==> src/hdl/lri_pkg.sv <==
package lri_pkg;

  localparam int unsigned VAL_W      = 32;
  localparam int unsigned PROD_W     = 2 * VAL_W;
  localparam int unsigned DIV_CNT_W  = $clog2(PROD_W);
  localparam int unsigned IN_DATA_W  = 4 * VAL_W;
  localparam int unsigned OUT_DATA_W = 40;
  localparam int unsigned CMD_W      = 2;

  localparam logic signed [VAL_W-1:0] ONE_Q16 = 32'sh0001_0000;
  localparam logic signed [VAL_W-1:0] S32_MAX = 32'sh7fff_ffff;
  localparam logic signed [VAL_W-1:0] S32_MIN = 32'sh8000_0000;

  typedef enum logic [CMD_W-1:0] {
    CMD_TICK       = 2'd0,
    CMD_SET        = 2'd1,
    CMD_RAMP_CUR   = 2'd2,
    CMD_RAMP_START = 2'd3
  } cmd_e;

  // commands from the controller to the datapath
  typedef struct packed {
    logic capture;
    logic execute;
    logic mul;
    logic div_step;
    logic apply;
    logic load_out;
  } dp_cmd_t;

  // status from the datapath to the controller
  typedef struct packed {
    logic tick_go;
    logic div_last;
  } dp_status_t;

endpackage

==> src/hdl/lri_datapath.sv <==
module lri_datapath (
  input  logic                                clk_i,
  input  logic                                rst_ni,
  input  lri_pkg::dp_cmd_t                    cmd_i,
  output lri_pkg::dp_status_t                 status_o,
  input  logic [lri_pkg::IN_DATA_W-1:0]       item_data_i,
  input  logic [lri_pkg::CMD_W-1:0]           item_cmd_i,
  output logic [lri_pkg::OUT_DATA_W-1:0]      out_data_o
);

  // architectural ramp state
  logic signed [lri_pkg::VAL_W-1:0] present_q, goal_q, origin_q;
  logic        [lri_pkg::VAL_W-1:0] period_q;
  logic                             finished_q, rising_q;

  // captured item
  lri_pkg::cmd_e                    item_cmd_q;
  logic signed [lri_pkg::VAL_W-1:0] sv_q, tv_q;
  logic        [lri_pkg::VAL_W-1:0] per_q, len_q;

  // tick work registers
  logic        [lri_pkg::VAL_W-1:0] absdiff_q, dist_q;
  logic signed [lri_pkg::VAL_W-1:0] bound_q;
  logic                             clamp_q, up_q;
  logic        [lri_pkg::PROD_W-1:0] dvd_q;
  logic        [lri_pkg::VAL_W-1:0] rem_q;
  logic        [lri_pkg::DIV_CNT_W-1:0] cnt_q;
  logic        [lri_pkg::OUT_DATA_W-1:0] out_q;

  logic                             period_nz, ahead;
  logic signed [lri_pkg::VAL_W:0]   diff_w, gap_w, room_w;
  logic                             diff_neg, up_w;
  logic        [lri_pkg::VAL_W-1:0] absdiff_w;
  logic signed [lri_pkg::VAL_W-1:0] ramp_origin;
  logic        [lri_pkg::VAL_W:0]   rem_sh, trial;
  logic                             qbit;
  logic        [lri_pkg::VAL_W:0]   msat;

  assign period_nz = |period_q;
  assign ahead     = rising_q ? (present_q < goal_q) : (goal_q < present_q);

  assign status_o.tick_go  = (item_cmd_q == lri_pkg::CMD_TICK) && !finished_q
                             && period_nz && ahead;
  assign status_o.div_last = &cnt_q;

  // direction and distance to the bound the move is limited by
  assign diff_w    = rising_q ? ({goal_q[31], goal_q} - {origin_q[31], origin_q})
                              : ({origin_q[31], origin_q} - {goal_q[31], goal_q});
  assign diff_neg  = diff_w[lri_pkg::VAL_W];
  assign absdiff_w = diff_neg ? lri_pkg::VAL_W'(-diff_w) : diff_w[lri_pkg::VAL_W-1:0];
  assign up_w      = rising_q ^ diff_neg;
  assign gap_w     = rising_q ? ({goal_q[31], goal_q} - {present_q[31], present_q})
                              : ({present_q[31], present_q} - {goal_q[31], goal_q});
  assign room_w    = up_w ? ({1'b0, lri_pkg::S32_MAX} - {present_q[31], present_q})
                          : ({present_q[31], present_q} - {1'b1, lri_pkg::S32_MIN});

  assign ramp_origin = (item_cmd_q == lri_pkg::CMD_RAMP_CUR) ? present_q : sv_q;

  // one restoring division step
  assign rem_sh = {rem_q, dvd_q[lri_pkg::PROD_W-1]};
  assign qbit   = rem_sh >= {1'b0, period_q};
  assign trial  = rem_sh - {1'b0, period_q};

  // quotient saturated to 33 bits for the final compare
  assign msat = (|dvd_q[lri_pkg::PROD_W-1:lri_pkg::VAL_W+1]) ? '1
                                                              : dvd_q[lri_pkg::VAL_W:0];

  always_ff @(posedge clk_i or negedge rst_ni) begin
    if (!rst_ni) begin
      present_q  <= lri_pkg::ONE_Q16;
      goal_q     <= lri_pkg::ONE_Q16;
      origin_q   <= lri_pkg::ONE_Q16;
      period_q   <= '0;
      finished_q <= 1'b0;
      rising_q   <= 1'b1;
    end else if (cmd_i.execute) begin
      case (item_cmd_q) inside
        lri_pkg::CMD_TICK: begin
          if (!finished_q && !period_nz) begin
            present_q  <= goal_q;
            finished_q <= 1'b1;
          end
        end
        lri_pkg::CMD_SET: begin
          present_q <= sv_q;
          goal_q    <= sv_q;
          origin_q  <= sv_q;
        end
        lri_pkg::CMD_RAMP_CUR, lri_pkg::CMD_RAMP_START: begin
          goal_q   <= tv_q;
          origin_q <= ramp_origin;
          period_q <= per_q;
          if (per_q == '0) begin
            finished_q <= 1'b1;
            present_q  <= tv_q;
          end else if (tv_q == ramp_origin) begin
            finished_q <= 1'b1;
          end else begin
            finished_q <= 1'b0;
            rising_q   <= tv_q > ramp_origin;
          end
        end
        default: ;
      endcase
    end else if (cmd_i.apply) begin
      if (msat >= {1'b0, dist_q}) begin
        present_q <= bound_q;
        if (clamp_q) begin
          finished_q <= 1'b1;
        end
      end else if (up_q) begin
        present_q <= present_q + $signed(dvd_q[lri_pkg::VAL_W-1:0]);
      end else begin
        present_q <= present_q - $signed(dvd_q[lri_pkg::VAL_W-1:0]);
      end
    end
  end

  always_ff @(posedge clk_i or negedge rst_ni) begin
    if (!rst_ni) begin
      cnt_q <= '0;
    end else if (cmd_i.mul) begin
      cnt_q <= '0;
    end else if (cmd_i.div_step) begin
      cnt_q <= cnt_q + 1'b1;
    end
  end

  always_ff @(posedge clk_i) begin
    if (cmd_i.capture) begin
      item_cmd_q <= lri_pkg::cmd_e'(item_cmd_i);
      sv_q       <= item_data_i[31:0];
      tv_q       <= item_data_i[63:32];
      per_q      <= item_data_i[95:64];
      len_q      <= item_data_i[127:96];
    end
    if (cmd_i.execute) begin
      absdiff_q <= absdiff_w;
      up_q      <= up_w;
      clamp_q   <= !diff_neg;
      dist_q    <= diff_neg ? room_w[lri_pkg::VAL_W-1:0] : gap_w[lri_pkg::VAL_W-1:0];
      bound_q   <= !diff_neg ? goal_q : (up_w ? lri_pkg::S32_MAX : lri_pkg::S32_MIN);
    end
    if (cmd_i.mul) begin
      dvd_q <= lri_pkg::PROD_W'(absdiff_q) * lri_pkg::PROD_W'(len_q);
      rem_q <= '0;
    end else if (cmd_i.div_step) begin
      dvd_q <= {dvd_q[lri_pkg::PROD_W-2:0], qbit};
      rem_q <= qbit ? trial[lri_pkg::VAL_W-1:0] : rem_sh[lri_pkg::VAL_W-1:0];
    end
    if (cmd_i.load_out) begin
      out_q <= {6'b0, period_nz, finished_q, present_q};
    end
  end

  assign out_data_o = out_q;

endmodule

==> src/hdl/lri_ctrl.sv <==
module lri_ctrl (
  input  logic                clk_i,
  input  logic                rst_ni,
  input  logic                s_tvalid_i,
  output logic                s_tready_o,
  output logic                m_tvalid_o,
  input  logic                m_tready_i,
  input  lri_pkg::dp_status_t status_i,
  output lri_pkg::dp_cmd_t    cmd_o
);

  typedef enum logic [5:0] {
    ST_IDLE  = 6'b000001,
    ST_EXEC  = 6'b000010,
    ST_MUL   = 6'b000100,
    ST_DIV   = 6'b001000,
    ST_APPLY = 6'b010000,
    ST_EMIT  = 6'b100000
  } state_e;

  state_e state_q, state_d;
  logic   m_valid_q, m_valid_d;
  logic   slot_free;

  assign slot_free = !m_valid_q || m_tready_i;

  always_comb begin
    state_d    = state_q;
    cmd_o      = '0;
    s_tready_o = 1'b0;
    unique case (state_q)
      ST_IDLE: begin
        s_tready_o = 1'b1;
        if (s_tvalid_i) begin
          cmd_o.capture = 1'b1;
          state_d       = ST_EXEC;
        end
      end
      ST_EXEC: begin
        cmd_o.execute = 1'b1;
        state_d       = status_i.tick_go ? ST_MUL : ST_EMIT;
      end
      ST_MUL: begin
        cmd_o.mul = 1'b1;
        state_d   = ST_DIV;
      end
      ST_DIV: begin
        cmd_o.div_step = 1'b1;
        if (status_i.div_last) begin
          state_d = ST_APPLY;
        end
      end
      ST_APPLY: begin
        cmd_o.apply = 1'b1;
        state_d     = ST_EMIT;
      end
      ST_EMIT: begin
        if (slot_free) begin
          cmd_o.load_out = 1'b1;
          state_d        = ST_IDLE;
        end
      end
      default: state_d = ST_IDLE;
    endcase
  end

  always_comb begin
    m_valid_d = m_valid_q;
    if (cmd_o.load_out) begin
      m_valid_d = 1'b1;
    end else if (m_tready_i) begin
      m_valid_d = 1'b0;
    end
  end

  always_ff @(posedge clk_i or negedge rst_ni) begin
    if (!rst_ni) begin
      state_q   <= ST_IDLE;
      m_valid_q <= 1'b0;
    end else begin
      state_q   <= state_d;
      m_valid_q <= m_valid_d;
    end
  end

  assign m_tvalid_o = m_valid_q;

endmodule

==> src/hdl/linear_ramp_interpolator_top.sv <==
// sequence: set and ramp commands and idle ticks pass from item accept through execute to emit;
//   a tick that moves the ramp runs setup, multiply, 64-step divide, apply and emit
// one item at a time: a new item is taken only once the last result is loaded; the bit-serial
//   divider by the stored period makes the moving tick the long case; emit waits on the output
// reset: asynchronous active low; value, goal and origin return to one in q16.16,
//   period and done to zero, direction to rising, both channels empty
module linear_ramp_interpolator_top (
  input  logic                               clk_i,
  input  logic                               rst_ni,
  // input items
  input  logic                               s_axis_tvalid_i,
  output logic                               s_axis_tready_o,
  // start_value [31:0], target_value [63:32], ramp_period [95:64], tick_length [127:96]
  input  logic [lri_pkg::IN_DATA_W-1:0]      s_axis_tdata_i,
  // cmd [1:0]
  input  logic [lri_pkg::CMD_W-1:0]          s_axis_tuser_i,
  // result items
  output logic                               m_axis_tvalid_o,
  input  logic                               m_axis_tready_i,
  // current_value [31:0], done_res [32], period_valid [33], zero fill [39:34]
  output logic [lri_pkg::OUT_DATA_W-1:0]     m_axis_tdata_o
);

  // command and status between the sequencer and the datapath
  lri_pkg::dp_cmd_t    dp_cmd;
  lri_pkg::dp_status_t dp_status;

  // sequencer: one item at a time; the result register lets a new item in
  // while the previous result still waits on the output side
  lri_ctrl u_ctrl (
    .clk_i      (clk_i),
    .rst_ni     (rst_ni),
    .s_tvalid_i (s_axis_tvalid_i),
    .s_tready_o (s_axis_tready_o),
    .m_tvalid_o (m_axis_tvalid_o),
    .m_tready_i (m_axis_tready_i),
    .status_i   (dp_status),
    .cmd_o      (dp_cmd)
  );

  // ramp state, step multiplier, restoring divider and result register
  lri_datapath u_datapath (
    .clk_i       (clk_i),
    .rst_ni      (rst_ni),
    .cmd_i       (dp_cmd),
    .status_o    (dp_status),
    .item_data_i (s_axis_tdata_i),
    .item_cmd_i  (s_axis_tuser_i),
    .out_data_o  (m_axis_tdata_o)
  );

`ifndef SYNTHESIS
  // once an item is taken the block is busy for at least the next cycle
  a_busy_after_accept: assert property (@(posedge clk_i) disable iff (!rst_ni)
    (s_axis_tvalid_i && s_axis_tready_o) |=> !s_axis_tready_o)
    else $error("input accepted while previous item still in work");

  // a result is never written over one that has not been taken
  a_no_overwrite: assert property (@(posedge clk_i) disable iff (!rst_ni)
    dp_cmd.load_out |-> (!m_axis_tvalid_o || m_axis_tready_i))
    else $error("pending result overwritten");

  // the divider only runs while the input side is closed
  a_div_busy: assert property (@(posedge clk_i) disable iff (!rst_ni)
    (dp_cmd.div_step || dp_cmd.mul) |-> !s_axis_tready_o)
    else $error("divider stepping while input open");

  // the last divide step is always followed by the apply step
  a_div_then_apply: assert property (@(posedge clk_i) disable iff (!rst_ni)
    (dp_cmd.div_step && dp_status.div_last) |=> dp_cmd.apply)
    else $error("divide end not followed by apply");
`endif

endmodule
==> config.mk <==
export PLATFORM = sky130hd
export DESIGN_NAME = linear_ramp_interpolator_top
export DESIGN_NICKNAME = d
export VERILOG_FILES = /design/src/hdl/lri_pkg.sv /design/src/hdl/lri_datapath.sv /design/src/hdl/lri_ctrl.sv /design/src/hdl/linear_ramp_interpolator_top.sv
export SDC_FILE = /design/constraint.sdc
export NUM_CORES = 2
export LEC_CHECK = 0
export BUFFER_PORTS_ARGS = -buffer_cell sky130_fd_sc_hd__buf_2
export CAP_MARGIN = 0
export CORE_ASPECT_RATIO = 0.6
export CORE_UTILIZATION = 30
export CTS_BUF_LIST = sky130_fd_sc_hd__clkbuf_4 sky130_fd_sc_hd__clkbuf_8
export DETAILED_ROUTE_END_ITERATION = 10
export SYNTH_ARGS = -nofsm -noshare
export SYNTH_HDL_FRONTEND = slang
export SYNTH_SLANG_ARGS = --single-unit
==> constraint.sdc <==
create_clock -name clk_i -period 14.7 [get_ports clk_i]
set_input_delay 1.47 -clock clk_i [delete_from_list [all_inputs] [get_ports clk_i]]
set_output_delay 1.47 -clock clk_i [all_outputs]
set_load 0.005 [all_outputs]
==> impl_metrics.json <==
{
  "status": "finished clean",
  "cts_made_buffers": 92,
  "arrival_ns": 9.88,
  "fp.dieW_um": 608,
  "r2r-end": "u_datapath.dvd_q[44]",
  "cap_violations": 0,
  "synth_commonest_cells": "inv_1, fa_1, nand2_1",
  "seq_area_frac_synth_pct": 21.2,
  "dieArea_um2": 222000,
  "drt_iter0_markers": 5435,
  "post-route-min-period_ns": 9.32,
  "r2r-start": "u_datapath.len_q[6]",
  "min_from": "u_datapath.rem_q[18]",
  "crit_path_end_kind": "register",
  "nNetsFinal": 8703,
  "drc_errors": 0,
  "finClkSkew_ns": 0.0749,
  "final.setup.tns_ns": 0,
  "setup.worst_path.start_class": "register",
  "design_area_um2": 72000,
  "track_usage_pct": 21.0,
  "synth-edff-count": 326,
  "synth_top_area_cell": "fa_1",
  "drt-vias-per-instance": 5.19,
  "rr_worst_depth": 25,
  "gp_congestion": 0.961,
  "cts_resized": 0,
  "crit_buf_inv": 4,
  "rsz0062_at_grt": "no",
  "crit_top_cell": "fa_1",
  "whs_path_depth": 2,
  "synth-seq-cells": 501,
  "yosysWarnings": 0,
  "ys.flop_type": "edfxtp_1",
  "clockRootBuffer": "clkbuf_8",
  "synth_cells": 7169,
  "timing.fmax_mhz": 107,
  "dpl_cell_area_um2": 69900,
  "fillCellCount": 22560,
  "syn_area_um2": 66100,
  "coreArea_um2": 219000,
  "clkSinkCount": 501,
  "grt_pass1_vias": 52233,
  "synthDistinctLibCells": 92,
  "slowest_delay_ns": 1.17,
  "required_ns": 15.26,
  "dr.pass1.iters": 5,
  "holdWs_ns": 0.489,
  "async_flop_share_pct": 28.5,
  "crit_fanout": 32,
  "io_buffers": 169,
  "tritoncts": "yes",
  "slowest_stage": "edfxtp_1",
  "h-tree-depth": 3,
  "maxSlewHeadroom_pct": 17.3,
  "vias": 52641,
  "drt-total-wl_mm": 235,
  "path_class": "register to register",
  "clkTransAtPathRegs_ns": 0.06,
  "post-synth-top-count-cell": "inv_1",
  "grt_overflow_total": 0,
  "worstMarginPinSlew_ns": 1.24,
  "r2r_setup_slack_ns": 5.38,
  "critical_path.top_delay_family": "adder cells",
  "area_growth_pct": 8.88,
  "post_cts_buffers": 0,
  "hold_path_end": "u_datapath.rem_q[18]",
  "antenna_found_initial": 17,
  "clk_latency_ns": 0.86,
  "dieHeight_um": 366,
  "synth_top_area_share_pct": 27.3,
  "wl_per_cell_um": 23.1,
  "post-route-period-util_pct": 63.4,
  "num_rows": 133,
  "place_hpwl_mm": 184,
  "min_path_type": "register to register",
  "cts_hold_buf": 0,
  "ctsLongestPathBuffers": 3,
  "drtAntennaViolNets": 0,
  "synth_area_leaders": "fa_1, edfxtp_1, ha_1",
  "hold_violations": 0,
  "start_util_pct": 30.2,
  "setup_viol": 0,
  "ios": 176,
  "drive_gt1_share_pct": 7.02,
  "drv_slew": 0,
  "grt_pass1_wl_mm": 349,
  "grt_max_degree": 105,
  "avgSynthCellArea_um2": 9.22
}
-- flip-flops by register name (all words and copies together), names as in the netlist, 2 cells and up --
| register | count |
|---|---|
| u_datapath.origin_q | 32 |
| u_datapath.present_q | 32 |
| u_ctrl.state_q | 6 |
| u_datapath.item_cmd_q | 2 |
| u_datapath.per_q | 32 |
| u_datapath.absdiff_q | 32 |
| u_datapath.out_data_o | 34 |
| u_datapath.rem_q | 32 |
| u_datapath.sv_q | 32 |
| u_datapath.dist_q | 32 |
| u_datapath.period_q | 32 |
| u_datapath.tv_q | 32 |
| u_datapath.len_q | 32 |
| u_datapath.dvd_q | 64 |
| u_datapath.goal_q | 32 |
| u_datapath.bound_q | 32 |
| u_datapath.cnt_q | 6 |
-- tightest hold or removal path: stages, from the launching register on --
cell,delay [ns]
dfxtp_1,0.33
nand2_1,0.05
o21ai_0,0.06
-- per-stage QoR --
| step | std cells | util [%] | worst slack, ns |
|---|---|---|---|
| after floorplan | 7174 | - | 7.08 |
| final | 10136 | 32.9 | 5.38 |
| after global routing | 10135 | 32.9 | 4.92 |
| after detailed placement | 9954 | 31.9 | 5.61 |
| after CTS | 10127 | 32.9 | 5.57 |
| after global placement | 9954 | 31.9 | 5.57 |
-- how the worst max path moves through the flow --
| stage | start | endpoint | slack, ns | cells past startpoint |
|---|---|---|---|---|
| floorplan | u_datapath.len_q[2] | u_datapath.dvd_q[44] | 7.08 | 27 |
| global placement | u_datapath.len_q[5] | u_datapath.dvd_q[44] | 5.57 | 25 |
| detailed placement | u_datapath.len_q[6] | u_datapath.dvd_q[44] | 5.61 | 25 |
| CTS | u_datapath.len_q[6] | u_datapath.dvd_q[44] | 5.57 | 25 |
| global route | u_datapath.len_q[6] | u_datapath.dvd_q[44] | 4.92 | 25 |
| finish | u_datapath.len_q[6] | u_datapath.dvd_q[44] | 5.38 | 25 |
-- cell families (layout without fill, tap and decap cells) --
| kind of cell | count (synthesis) | after routing | share of synthesized area (%) |
|---|---|---|---|
| fa+ha+maj | 1423 | 1423 | 37.2 |
| simple gates | 2102 | 2102 | 15.8 |
| xor+xnor | 258 | 258 | 3.42 |
| compound gates | 1275 | 1275 | 11.7 |
| buf+inv | 1459 | 1510 | 8.37 |
| mux | 150 | 150 | 2.34 |
| other cells | 1 | 15 | 0.00567 |
| flops | 501 | 501 | 21.2 |
-- layer usage --
metal | routed length [um] | vias up | global-route usage [%]
met5 | 0 | - | 0
met4 | 4270 | 0 | 3.85
met3 | 25500 | 208 | 5.39
met2 | 87100 | 2430 | 27.3
met1 | 118000 | 26773 | 33.9
li1 | - | 23230 | -
-- layout make-up --
type | count | area (um2) | share of cell area [%]
Multi-Input combinational cell | 5214 | 46600 | 64.8
Sequential cell | 501 | 14000 | 19.5
Inverter | 1069 | 4020 | 5.58
Tap cell | 2902 | 3630 | 5.04
Timing Repair Buffer | 268 | 1600 | 2.22
Clock buffer | 127 | 1590 | 2.21
Clock inverter | 46 | 455 | 0.633
Antenna cell | 9 | 22.5 | 0.0313
-- placed cells by master (no fill, tap or decap), types with 27 or more instances in the layout --
cell,instances
inv_1,1066
fa_1,902
nand2_1,799
and2_1,614
ha_1,521
o21ai_0,395
a21oi_1,388
edfxtp_1,326
nor2_1,281
buf_2,168
a21o_1,155
dfrtp_1,138
xnor2_1,134
xor2_1,124
mux2i_1,112
clkbuf_8,102
buf_4,99
nor3_1,67
nand4_1,58
nand3_1,53
or3_1,42
a211oi_1,40
mux2_2,38
o21bai_1,36
a31oi_1,36
o21a_1,34
nand2b_1,33
nor2b_1,32
nor4_1,32
dfxtp_1,32
o211ai_1,28
and3_1,27
Power is not shown: default switching activity piles up to over one toggle a cycle in this logic, so the estimate is an artifact.
